[config.mk]
export PLATFORM = sky130hd
export DESIGN_NAME = heap_sort_engine_top_flat
export DESIGN_NICKNAME = d
export VERILOG_FILES = /design/src/hw/rtl/hse_pkg.sv /design/src/hw/rtl/hse_in_if.sv /design/src/hw/rtl/hse_out_if.sv /design/src/hw/rtl/hse_sequencer.sv /design/src/hw/rtl/hse_datapath.sv /design/src/hw/rtl/heap_sort_engine_top.sv /design/src/flat_wrapper.sv
export VERILOG_INCLUDE_DIRS = /design/src /design/src/hw/rtl
export SDC_FILE = /design/constraint.sdc
export NUM_CORES = 2
export LEC_CHECK = 0
export BUFFER_PORTS_ARGS = -buffer_cell sky130_fd_sc_hd__buf_2
export CORE_ASPECT_RATIO = 0.6
export CORE_UTILIZATION = 40
export DETAILED_ROUTE_END_ITERATION = 10
export PLACE_DENSITY = 0.57
export SYNTH_ARGS = -nofsm -noshare
export SYNTH_HDL_FRONTEND = slang
export SYNTH_HIERARCHICAL = 1
export SYNTH_SLANG_ARGS = --single-unit
export TNS_END_PERCENT = 100
[constraint.sdc]
create_clock -name clk -period 5.85 [get_ports clk]
set_input_delay 0.8775 -clock clk [delete_from_list [all_inputs] [get_ports clk]]
set_output_delay 0.8775 -clock clk [all_outputs]
set_load 0.03 [all_outputs]
[src/hw/rtl/heap_sort_engine_top_defines.svh]
// ----------------------------------------------------------------------------
// Heap sort engine assertion macros
// Shorthand for clocked assertions used at the top level.
// ----------------------------------------------------------------------------
`ifndef HEAP_SORT_ENGINE_TOP_DEFINES_SVH
`define HEAP_SORT_ENGINE_TOP_DEFINES_SVH

// same-cycle implication, disabled while in reset
`define HSE_ASSERT_NOW(lbl, ante, cons, msg) \
  lbl: assert property (@(posedge clk) disable iff (!rst_n) (ante) |-> (cons)) \
    else $error(msg);

// next-cycle implication, disabled while in reset
`define HSE_ASSERT_NEXT(lbl, ante, cons, msg) \
  lbl: assert property (@(posedge clk) disable iff (!rst_n) (ante) |=> (cons)) \
    else $error(msg);

`endif

[src/hw/rtl/hse_pkg.sv]
// ----------------------------------------------------------------------------
// Heap sort engine package
// Sizes, microcode step names, control word layout and the microcode ROM.
// ----------------------------------------------------------------------------
package hse_pkg;

  localparam int CAPACITY = 64;
  localparam int DATA_W   = 32;
  localparam int AW       = (CAPACITY > 1) ? $clog2(CAPACITY) : 1;
  localparam int CNT_W    = $clog2(CAPACITY + 1);
  localparam int STEP_W   = 5;

  typedef logic [STEP_W-1:0] step_t;

  // microcode step addresses
  localparam step_t ST_LOAD       = STEP_W'(0);
  localparam step_t ST_BUILD_INIT = STEP_W'(1);
  localparam step_t ST_BUILD_TEST = STEP_W'(2);
  localparam step_t ST_BUILD_NODE = STEP_W'(3);
  localparam step_t ST_SIFT_RD    = STEP_W'(4);
  localparam step_t ST_SIFT_LD    = STEP_W'(5);
  localparam step_t ST_SIFT_CHILD = STEP_W'(6);
  localparam step_t ST_SIFT_LEFT  = STEP_W'(7);
  localparam step_t ST_SIFT_PICK  = STEP_W'(8);
  localparam step_t ST_SIFT_MOVE  = STEP_W'(9);
  localparam step_t ST_SIFT_PUT   = STEP_W'(10);
  localparam step_t ST_SIFT_RET   = STEP_W'(11);
  localparam step_t ST_P2_TEST    = STEP_W'(12);
  localparam step_t ST_P2_RD_ROOT = STEP_W'(13);
  localparam step_t ST_P2_RD_END  = STEP_W'(14);
  localparam step_t ST_P2_SWAP    = STEP_W'(15);
  localparam step_t ST_P2_INIT    = STEP_W'(16);
  localparam step_t ST_EMIT_INIT  = STEP_W'(17);
  localparam step_t ST_EMIT_RD    = STEP_W'(18);
  localparam step_t ST_EMIT_PUT   = STEP_W'(19);
  localparam step_t ST_EMIT_NEXT  = STEP_W'(20);
  localparam step_t ST_EMIT_DONE  = STEP_W'(21);
  localparam step_t ST_LAST       = ST_EMIT_DONE;

  typedef enum logic [4:0] {
    OP_NOP,
    OP_LOAD,
    OP_BUILD_INIT,
    OP_BUILD_NODE,
    OP_RD_NODE,
    OP_LD_NV,
    OP_CHILD,
    OP_LD_LEFT,
    OP_PICK,
    OP_MOVE,
    OP_PUT_NV,
    OP_P2_INIT,
    OP_RD_ROOT,
    OP_RD_END,
    OP_SWAP,
    OP_EMIT_INIT,
    OP_EMIT_RD,
    OP_EMIT_PUT,
    OP_CLEAR
  } op_t;

  typedef enum logic [3:0] {
    COND_NEVER,
    COND_ALWAYS,
    COND_NOT_ACC_LAST,
    COND_N_LT2,
    COND_K_ZERO,
    COND_C_GT_LAST,
    COND_C_EQ_LAST,
    COND_CV_GT,
    COND_NOT_PH2,
    COND_END_ZERO,
    COND_OUT_BUSY,
    COND_IDX_LT_N
  } cond_t;

  typedef struct packed {
    op_t   op;
    cond_t cond;
    step_t target;
  } ctrl_t;

  typedef struct packed {
    logic acc_last;
    logic n_lt2;
    logic k_zero;
    logic c_gt_last;
    logic c_eq_last;
    logic cv_gt;
    logic not_ph2;
    logic end_zero;
    logic out_busy;
    logic idx_lt_n;
  } status_t;

  function automatic ctrl_t ucode(step_t s);
    ctrl_t cw;
    cw = '{op: OP_NOP, cond: COND_ALWAYS, target: ST_LOAD};
    unique case (s)
      ST_LOAD:       cw = '{op: OP_LOAD,       cond: COND_NOT_ACC_LAST, target: ST_LOAD};
      ST_BUILD_INIT: cw = '{op: OP_BUILD_INIT, cond: COND_N_LT2,        target: ST_EMIT_INIT};
      ST_BUILD_TEST: cw = '{op: OP_NOP,        cond: COND_K_ZERO,       target: ST_P2_INIT};
      ST_BUILD_NODE: cw = '{op: OP_BUILD_NODE, cond: COND_NEVER,        target: ST_LOAD};
      ST_SIFT_RD:    cw = '{op: OP_RD_NODE,    cond: COND_NEVER,        target: ST_LOAD};
      ST_SIFT_LD:    cw = '{op: OP_LD_NV,      cond: COND_NEVER,        target: ST_LOAD};
      ST_SIFT_CHILD: cw = '{op: OP_CHILD,      cond: COND_C_GT_LAST,    target: ST_SIFT_PUT};
      ST_SIFT_LEFT:  cw = '{op: OP_LD_LEFT,    cond: COND_C_EQ_LAST,    target: ST_SIFT_MOVE};
      ST_SIFT_PICK:  cw = '{op: OP_PICK,       cond: COND_NEVER,        target: ST_LOAD};
      ST_SIFT_MOVE:  cw = '{op: OP_MOVE,       cond: COND_CV_GT,        target: ST_SIFT_CHILD};
      ST_SIFT_PUT:   cw = '{op: OP_PUT_NV,     cond: COND_NEVER,        target: ST_LOAD};
      ST_SIFT_RET:   cw = '{op: OP_NOP,        cond: COND_NOT_PH2,      target: ST_BUILD_TEST};
      ST_P2_TEST:    cw = '{op: OP_NOP,        cond: COND_END_ZERO,     target: ST_EMIT_INIT};
      ST_P2_RD_ROOT: cw = '{op: OP_RD_ROOT,    cond: COND_NEVER,        target: ST_LOAD};
      ST_P2_RD_END:  cw = '{op: OP_RD_END,     cond: COND_NEVER,        target: ST_LOAD};
      ST_P2_SWAP:    cw = '{op: OP_SWAP,       cond: COND_ALWAYS,       target: ST_SIFT_CHILD};
      ST_P2_INIT:    cw = '{op: OP_P2_INIT,    cond: COND_ALWAYS,       target: ST_P2_TEST};
      ST_EMIT_INIT:  cw = '{op: OP_EMIT_INIT,  cond: COND_NEVER,        target: ST_LOAD};
      ST_EMIT_RD:    cw = '{op: OP_EMIT_RD,    cond: COND_NEVER,        target: ST_LOAD};
      ST_EMIT_PUT:   cw = '{op: OP_EMIT_PUT,   cond: COND_OUT_BUSY,     target: ST_EMIT_PUT};
      ST_EMIT_NEXT:  cw = '{op: OP_NOP,        cond: COND_IDX_LT_N,     target: ST_EMIT_RD};
      ST_EMIT_DONE:  cw = '{op: OP_CLEAR,      cond: COND_ALWAYS,       target: ST_LOAD};
      default:       cw = '{op: OP_NOP,        cond: COND_ALWAYS,       target: ST_LOAD};
    endcase
    return cw;
  endfunction

endpackage

[src/hw/rtl/hse_in_if.sv]
// ----------------------------------------------------------------------------
// Heap sort engine input channel
// Valid/ready channel carrying one element and its last marker.
// ----------------------------------------------------------------------------
interface hse_in_if;
  import hse_pkg::*;

  logic                     valid;
  logic                     ready;
  logic signed [DATA_W-1:0] value;
  logic                     last;

  modport source (output valid, output value, output last, input ready);
  modport sink   (input valid, input value, input last, output ready);
endinterface

[src/hw/rtl/hse_out_if.sv]
// ----------------------------------------------------------------------------
// Heap sort engine result channel
// Valid/ready channel carrying one sorted element with its flags.
// ----------------------------------------------------------------------------
interface hse_out_if;
  import hse_pkg::*;

  logic                     valid;
  logic                     ready;
  logic signed [DATA_W-1:0] sorted_value;
  logic                     final_res;
  logic                     overflow;

  modport source (output valid, output sorted_value, output final_res, output overflow,
                  input ready);
  modport sink   (input valid, input sorted_value, input final_res, input overflow,
                  output ready);
endinterface

[src/hw/rtl/hse_sequencer.sv]
// ----------------------------------------------------------------------------
// Heap sort engine sequencer
// Step counter over the microcode ROM with conditional jumps on datapath status.
// ----------------------------------------------------------------------------
module hse_sequencer (
  input  logic             clk,
  input  logic             rst_n,
  input  hse_pkg::status_t status,
  output hse_pkg::ctrl_t   ctrl,
  output hse_pkg::step_t   step
);
  import hse_pkg::*;

  step_t step_r;
  step_t step_nxt;
  logic  take_jump;

  assign ctrl = ucode(step_r);
  assign step = step_r;

  always_comb begin
    unique case (ctrl.cond)
      COND_NEVER:        take_jump = 1'b0;
      COND_ALWAYS:       take_jump = 1'b1;
      COND_NOT_ACC_LAST: take_jump = !status.acc_last;
      COND_N_LT2:        take_jump = status.n_lt2;
      COND_K_ZERO:       take_jump = status.k_zero;
      COND_C_GT_LAST:    take_jump = status.c_gt_last;
      COND_C_EQ_LAST:    take_jump = status.c_eq_last;
      COND_CV_GT:        take_jump = status.cv_gt;
      COND_NOT_PH2:      take_jump = status.not_ph2;
      COND_END_ZERO:     take_jump = status.end_zero;
      COND_OUT_BUSY:     take_jump = status.out_busy;
      COND_IDX_LT_N:     take_jump = status.idx_lt_n;
      default:           take_jump = 1'b1;
    endcase
    step_nxt = take_jump ? ctrl.target : step_r + step_t'(1);
  end

  always_ff @(posedge clk) begin
    if (!rst_n) begin
      step_r <= ST_LOAD;
    end else begin
      step_r <= step_nxt;
    end
  end
endmodule

[src/hw/rtl/hse_datapath.sv]
// ----------------------------------------------------------------------------
// Heap sort engine datapath
// Element store, sift registers, compare logic and the output register.
// ----------------------------------------------------------------------------
module hse_datapath (
  input  logic             clk,
  input  logic             rst_n,
  input  hse_pkg::ctrl_t   ctrl,
  output hse_pkg::status_t status,
  hse_in_if.sink           in_ch,
  hse_out_if.source        out_ch
);
  import hse_pkg::*;

  logic [DATA_W-1:0] mem [CAPACITY];
  logic [DATA_W-1:0] rd_data_r;

  logic              mem_we;
  logic [AW-1:0]     mem_wa;
  logic [DATA_W-1:0] mem_wd;
  logic              mem_re;
  logic [AW-1:0]     mem_ra;

  logic [CNT_W-1:0]  n_r;       // stored elements of the current set
  logic              drop_r;
  logic              phase_r;   // low while building, high while extracting
  logic [CNT_W-1:0]  k_r;       // build counter, then emit index
  logic [AW-1:0]     node_r;
  logic [AW-1:0]     child_r;
  logic [AW-1:0]     lastpos_r;
  logic [AW-1:0]     end_r;
  logic [DATA_W-1:0] nv_r;      // value being sifted
  logic [DATA_W-1:0] cv_r;      // larger child value, or the old root during a swap

  logic                     out_valid_r;
  logic signed [DATA_W-1:0] out_value_r;
  logic                     out_final_r;
  logic                     out_ovf_r;

  logic              in_acc;
  logic              has_room;
  logic [AW:0]       child_c;
  logic              out_busy;

  assign in_ch.ready         = (ctrl.op == OP_LOAD);
  assign in_acc              = in_ch.valid && in_ch.ready;
  assign has_room            = (n_r < CNT_W'(CAPACITY));
  assign child_c             = {node_r, 1'b1};
  assign out_busy            = out_valid_r && !out_ch.ready;

  assign out_ch.valid        = out_valid_r;
  assign out_ch.sorted_value = out_value_r;
  assign out_ch.final_res    = out_final_r;
  assign out_ch.overflow     = out_ovf_r;

  always_comb begin
    status.acc_last  = in_acc && in_ch.last;
    status.n_lt2     = (n_r < CNT_W'(2));
    status.k_zero    = (k_r == '0);
    status.c_gt_last = (child_c > {1'b0, lastpos_r});
    status.c_eq_last = (child_r == lastpos_r);
    status.cv_gt     = ($signed(cv_r) > $signed(nv_r));
    status.not_ph2   = !phase_r;
    status.end_zero  = (end_r == '0);
    status.out_busy  = out_busy;
    status.idx_lt_n  = (k_r < n_r);
  end

  // store port selection
  always_comb begin
    mem_we = 1'b0;
    mem_wa = node_r;
    mem_wd = nv_r;
    mem_re = 1'b0;
    mem_ra = node_r;
    unique case (ctrl.op)
      OP_LOAD: begin
        mem_we = in_acc && has_room;
        mem_wa = n_r[AW-1:0];
        mem_wd = in_ch.value;
      end
      OP_RD_NODE: begin
        mem_re = 1'b1;
      end
      OP_CHILD: begin
        mem_re = 1'b1;
        mem_ra = child_c[AW-1:0];
      end
      OP_LD_LEFT: begin
        mem_re = 1'b1;
        mem_ra = child_r + AW'(1);
      end
      OP_MOVE: begin
        mem_we = status.cv_gt;
        mem_wd = cv_r;
      end
      OP_PUT_NV: begin
        mem_we = 1'b1;
      end
      OP_RD_ROOT: begin
        mem_re = 1'b1;
        mem_ra = '0;
      end
      OP_RD_END: begin
        mem_re = 1'b1;
        mem_ra = end_r;
      end
      OP_SWAP: begin
        mem_we = 1'b1;
        mem_wa = end_r;
        mem_wd = cv_r;
      end
      OP_EMIT_RD: begin
        mem_re = 1'b1;
        mem_ra = k_r[AW-1:0];
      end
      default: begin
      end
    endcase
  end

  always_ff @(posedge clk) begin
    if (mem_we) begin
      mem[mem_wa] <= mem_wd;
    end
    if (mem_re) begin
      rd_data_r <= mem[mem_ra];
    end
  end

  // control state
  always_ff @(posedge clk) begin
    if (!rst_n) begin
      n_r         <= '0;
      drop_r      <= 1'b0;
      phase_r     <= 1'b0;
      out_valid_r <= 1'b0;
    end else begin
      if (out_valid_r && out_ch.ready && (ctrl.op != OP_EMIT_PUT)) begin
        out_valid_r <= 1'b0;
      end
      unique case (ctrl.op)
        OP_LOAD: begin
          if (in_acc) begin
            if (has_room) begin
              n_r <= n_r + CNT_W'(1);
            end else begin
              drop_r <= 1'b1;
            end
          end
        end
        OP_BUILD_INIT: phase_r <= 1'b0;
        OP_P2_INIT:    phase_r <= 1'b1;
        OP_EMIT_PUT: begin
          if (!out_busy) begin
            out_valid_r <= 1'b1;
          end
        end
        OP_CLEAR: begin
          n_r    <= '0;
          drop_r <= 1'b0;
        end
        default: begin
        end
      endcase
    end
  end

  // working registers
  always_ff @(posedge clk) begin
    unique case (ctrl.op)
      OP_BUILD_INIT: begin
        k_r       <= n_r >> 1;
        lastpos_r <= AW'(n_r - CNT_W'(1));
      end
      OP_BUILD_NODE: begin
        k_r    <= k_r - CNT_W'(1);
        node_r <= AW'(k_r - CNT_W'(1));
      end
      OP_LD_NV: nv_r <= rd_data_r;
      OP_CHILD: child_r <= child_c[AW-1:0];
      OP_LD_LEFT: cv_r <= rd_data_r;
      OP_PICK: begin
        // take the right child when it is strictly larger
        if ($signed(rd_data_r) > $signed(cv_r)) begin
          cv_r    <= rd_data_r;
          child_r <= child_r + AW'(1);
        end
      end
      OP_MOVE: begin
        if (status.cv_gt) begin
          node_r <= child_r;
        end
      end
      OP_P2_INIT: end_r <= lastpos_r;
      OP_RD_END:  cv_r  <= rd_data_r;
      OP_SWAP: begin
        // old root goes to the end slot, the end value sifts from the root
        nv_r      <= rd_data_r;
        node_r    <= '0;
        lastpos_r <= end_r - AW'(1);
        end_r     <= end_r - AW'(1);
      end
      OP_EMIT_INIT: k_r <= '0;
      OP_EMIT_PUT: begin
        if (!out_busy) begin
          out_value_r <= rd_data_r;
          out_final_r <= ((k_r + CNT_W'(1)) == n_r);
          out_ovf_r   <= drop_r;
          k_r         <= k_r + CNT_W'(1);
        end
      end
      default: begin
      end
    endcase
  end
endmodule

[src/hw/rtl/heap_sort_engine_top.sv]
// ----------------------------------------------------------------------------
// Heap sort engine top level
// Collects a data set, heapsorts it in place and streams it out ascending.
//
//   channel   | dir | word                              | handshake
//   ----------+-----+-----------------------------------+-----------
//   in_if     | in  | value[31:0], last                 | valid/ready
//   out_if    | out | sorted_value[31:0], final_res,    | valid/ready
//             |     | overflow                          |
//
// Loading accepts one word per cycle. After the word marked last the set of n
// elements is heapsorted in the store and then emitted in order. Reset returns
// the step counter to loading and clears the count; the store is not cleared.
// A stalled result holds the sequencer at the emit step; the last result may
// still wait while loading of the next set begins.
// ----------------------------------------------------------------------------
`include "heap_sort_engine_top_defines.svh"

module heap_sort_engine_top (
  input  logic      clk,
  input  logic      rst_n,
  hse_in_if.sink    in_if,
  hse_out_if.source out_if
);
  import hse_pkg::*;

  ctrl_t   ctrl;
  status_t status;
  step_t   step;
  logic    in_acc;

  assign in_acc = in_if.valid && in_if.ready;

  hse_sequencer u_seq (
    .clk    (clk),
    .rst_n  (rst_n),
    .status (status),
    .ctrl   (ctrl),
    .step   (step)
  );

  hse_datapath u_dp (
    .clk    (clk),
    .rst_n  (rst_n),
    .ctrl   (ctrl),
    .status (status),
    .in_ch  (in_if),
    .out_ch (out_if)
  );

  `HSE_ASSERT_NOW(a_step_range, 1'b1, step <= ST_LAST, "sequencer step beyond microcode")
  `HSE_ASSERT_NOW(a_ready_in_load, in_if.ready, step == ST_LOAD, "ready outside load step")
  `HSE_ASSERT_NEXT(a_last_starts_sort, in_acc && in_if.last, step == ST_BUILD_INIT, "no sort")
  `HSE_ASSERT_NEXT(a_word_keeps_load, in_acc && !in_if.last, step == ST_LOAD, "left load")
endmodule
[src/flat_wrapper.sv]
// flat-port wrapper written by rule: the top's interface ports become plain ports
module heap_sort_engine_top_flat import hse_pkg::*;
  (clk, rst_n, in_if_valid, in_if_value, in_if_last, in_if_ready, out_if_valid, out_if_sorted_value, out_if_final_res, out_if_overflow, out_if_ready);
  hse_in_if in_if_i ();
  hse_out_if out_if_i ();
  input  logic clk;
  input  logic rst_n;
  input wire logic [$bits(in_if_i.valid)-1:0] in_if_valid;
  input wire logic [$bits(in_if_i.value)-1:0] in_if_value;
  input wire logic [$bits(in_if_i.last)-1:0] in_if_last;
  output wire logic [$bits(in_if_i.ready)-1:0] in_if_ready;
  output wire logic [$bits(out_if_i.valid)-1:0] out_if_valid;
  output wire logic [$bits(out_if_i.sorted_value)-1:0] out_if_sorted_value;
  output wire logic [$bits(out_if_i.final_res)-1:0] out_if_final_res;
  output wire logic [$bits(out_if_i.overflow)-1:0] out_if_overflow;
  input wire logic [$bits(out_if_i.ready)-1:0] out_if_ready;
  assign in_if_i.valid = in_if_valid;
  assign in_if_i.value = in_if_value;
  assign in_if_i.last = in_if_last;
  assign in_if_ready = in_if_i.ready;
  assign out_if_valid = out_if_i.valid;
  assign out_if_sorted_value = out_if_i.sorted_value;
  assign out_if_final_res = out_if_i.final_res;
  assign out_if_overflow = out_if_i.overflow;
  assign out_if_i.ready = out_if_ready;
  heap_sort_engine_top u_core (.clk(clk), .rst_n(rst_n), .in_if(in_if_i), .out_if(out_if_i));
endmodule
==> impl_metrics.tcl <==
set metrics [dict create \
    clk_pin_slew_worst_paths_ps 70 \
    cts_sinks 2238 \
    max_freq_ghz 0.191 \
    drive_gt1_frac 0.122 \
    period_needed_ps 5240 \
    start_util 0.404 \
    grt_max_degree 83 \
    yosysSeqAreaShare 0.733 \
    status "completed" \
    total_power_mw 58.3 \
    tns_ps 0 \
    hold_path_class "input port to flip-flop" \
    finalSetupViolCount 0 \
    synth_area_leaders "edfxtp_1, nand2_1, nand3_1" \
    cap_violations 0 \
    cts_made_buffers 199 \
    m1WireLength_um 129000 \
    finClkSkew_ps 72.7 \
    die-area_um2 230000 \
    grt_pass1_vias 54800 \
    fin_crit_sh 0.895 \
    synth.avg_cell_area_um2 13.6 \
    synth_area_um2 91300 \
    holdBufCountCts 0 \
    port-buffer-count 72 \
    coreArea_um2 226000 \
    post_cts_resized 0 \
    grt_setup_unrepaired "no" \
    ir_drop_v 0.000405 \
    num_rows 135 \
    dr_wl_met3_um 30500 \
    powerDensity_nw_per_um2 568 \
    relSlewSlack 0.127 \
    root_buffer "clkbuf_16" \
    gp_congestion 0.928 \
    pin_count 73 \
    crit_type "flip-flop to flip-flop" \
    synth.distinct_cells 84 \
    required_ps 6560 \
    antenna_found_initial 7 \
    slew_violations 0 \
    chipHeight_um 372 \
    top_layer_used "met5" \
    synth-edff-count 2209 \
    arrival_ps 5950 \
    synthesis.nets 6827 \
    clk_latency_ps 860 \
    leakagePower_nw 34.9 \
    cp_max_fo 25 \
    worst_pin_slew_ps 1300 \
    drtAntennaViolNets 0 \
    die-width_um 619 \
    synthFlopType "edfxtp_1" \
    start_kind "flip-flop" \
    netlist_instances 6695 \
    h-tree-depth 4 \
    place_worst_setup_slack_ps 880 \
    via_per_inst 5.91 \
    grt_use_total 0.239 \
    setup_slack_ps 615 \
    final_common_cell "edfxtp_1" \
    drc_errors 0 \
    cts_buffer_depth 4 \
    fill_cells 19900 \
    tritoncts "yes" \
    post-cts-setup-buffers 0 \
    drtIter0Drc 7882 \
    nets 6986 \
    ys_ff_latch 2238 \
    firstDrtPassIters 6 \
    final_util 0.453 \
    num_vias 59100 \
    synthArstFlopShare 0 \
    finalHoldViolCount 0 \
    grt_first_pass_wirelength_um 400000 \
    wire_per_inst_um 28.0 \
    wl_met2_um 116000 \
    ys.warnings.count 6 \
    synth.top_cell.area_share 0.727 \
    yosysTopAreaCell "edfxtp_1" \
    area_delta_synth_final_pct 12.3 \
    grt-ovfl-total 0 \
    mostFrequentLayoutCells "edfxtp_1, nand2_1, nand3_1" \
    wirelength_um 280000 \
    endpoint_kind "flip-flop" \
    place_hpwl_um 170000 \
]
[worst max-delay path: stages, from the launching register on]
cell and delay (ps):
dfxtp_1 690, or3b_1 360, a2bb2oi_2 570, a21o_1 350, o22a_4 530, buf_4 600
buf_4 560, a311oi_1 90, o41ai_1 1100, a211o_1 210
[power by group]
group / internal, mW / switching, mW
logic: 5.82 / 16.9
clock network: 6.63 / 5.75
registers: 22.7 / 0.530
total: 35.1 / 23.1
[per-stage QoR]
step / std cells / cell area (um^2) / hold WS (ps)
2_1_floorplan: 6695 / 91300 / 409
5_1_grt: 10000 / 103000 / 393
4_1_cts: 10000 / 103000 / 326
3_5_place_dp: 9667 / 96700 / 463
6_report: 10000 / 103000 / 407
3_3_place_gp: 9667 / 96700 / 453
[area by class of cell]
cell class	instances	area [um^2]	area share
flip-flops and latches	2238	66900	0.653
well taps	3014	3770	0.0368
multi-input cells	3952	22500	0.220
repair buffers	370	3120	0.0305
clock inverters	88	582	0.00567
clock buffers	251	5260	0.0513
diodes	3	7.51	0.0000732
inverters	93	350	0.00342
[routing by layer]
| layer | vias up | GRT usage |
|---|---|---|
| li1 | 25300 | - |
| met1 | 30300 | 0.386 |
| met2 | 3159 | 0.331 |
| met3 | 320 | 0.0450 |
| met4 | 4 | 0.0478 |
| met5 | - | 0.000826 |
[flip-flops by register name (all words and copies together) (netlist names)]
| register | cells |
|---|---|
| u_core/u_dp/k_r | 7 |
| u_core/u_dp/nv_r | 32 |
| u_core/u_dp/rd_data_r | 32 |
| u_core/u_dp/node_r | 6 |
| u_core/u_dp/child_r | 6 |
| u_core/u_dp/mem | 2048 |
| u_core/u_seq/ctrl | 14 |
| u_core/u_seq/step | 5 |
| u_core/u_dp/out_ch.final_res | 1 |
| u_core/u_dp/out_ch.valid | 1 |
| u_core/u_dp/lastpos_r | 6 |
| u_core/u_dp/n_r | 7 |
| u_core/u_dp/phase_r | 1 |
| u_core/u_dp/out_ch.overflow | 1 |
| u_core/u_dp/end_r | 6 |
| u_core/u_dp/drop_r | 1 |
| u_core/u_dp/cv_r | 32 |
| u_core/u_dp/out_ch.sorted_value | 32 |
[path summary, 6_finish.rpt]
kind                                             from                          end  slack [ps]  cells after the start
worst max register to register  u_core/u_seq/ctrl[11]    u_core/u_dp/rd_data_r[28]         610                      9
worst min register to register     u_core/u_dp/drop_r  u_core/u_dp/out_ch.overflow         470                      0
worst max-delay path            u_core/u_seq/ctrl[11]    u_core/u_dp/rd_data_r[28]         610                      9
worst min-delay path                      in_if_valid           u_core/u_dp/drop_r         410                      3
[logic make-up (layout without fill, tap and decap cells)]
family,after synthesis,in the layout,share of synthesized area
AOI/OAI and AO/OA,752,752,0.0549
DFF,2238,2238,0.733
other,0,3,0
and+or+nand+nor,2929,2929,0.140
xor gates and xnor gates,43,43,0.00413
adders and majority gates,95,95,0.0130
muxes,133,133,0.0279
buffers and inverters,505,802,0.0268
[Yosys cell counts (all sizes together) (6+ instances only)]
library cell  count
a221oi           14
a32oi            29
buf             246
a21o             31
inv              92
nor2b            15
a22oi            42
or3               7
a311oi           80
a221o            13
ha               95
mux2              7
nand4            25
and3            125
a32o              7
o211ai            6
a211oi           12
or4              16
nand2          1778
o21ai            68
nor4             79
clkbuf          166
a311o            14
edfxtp         2209
xor2             17
o22ai            28
nand2b           17
mux4             95
dfxtp            29
a21oi           272
xnor2            26
o221ai            7
a31oi            81
nor3b             6
nor3             84
and2              6
nor2             76
mux2i            31
nand3           681
Power figures use the tool's default switching activity.
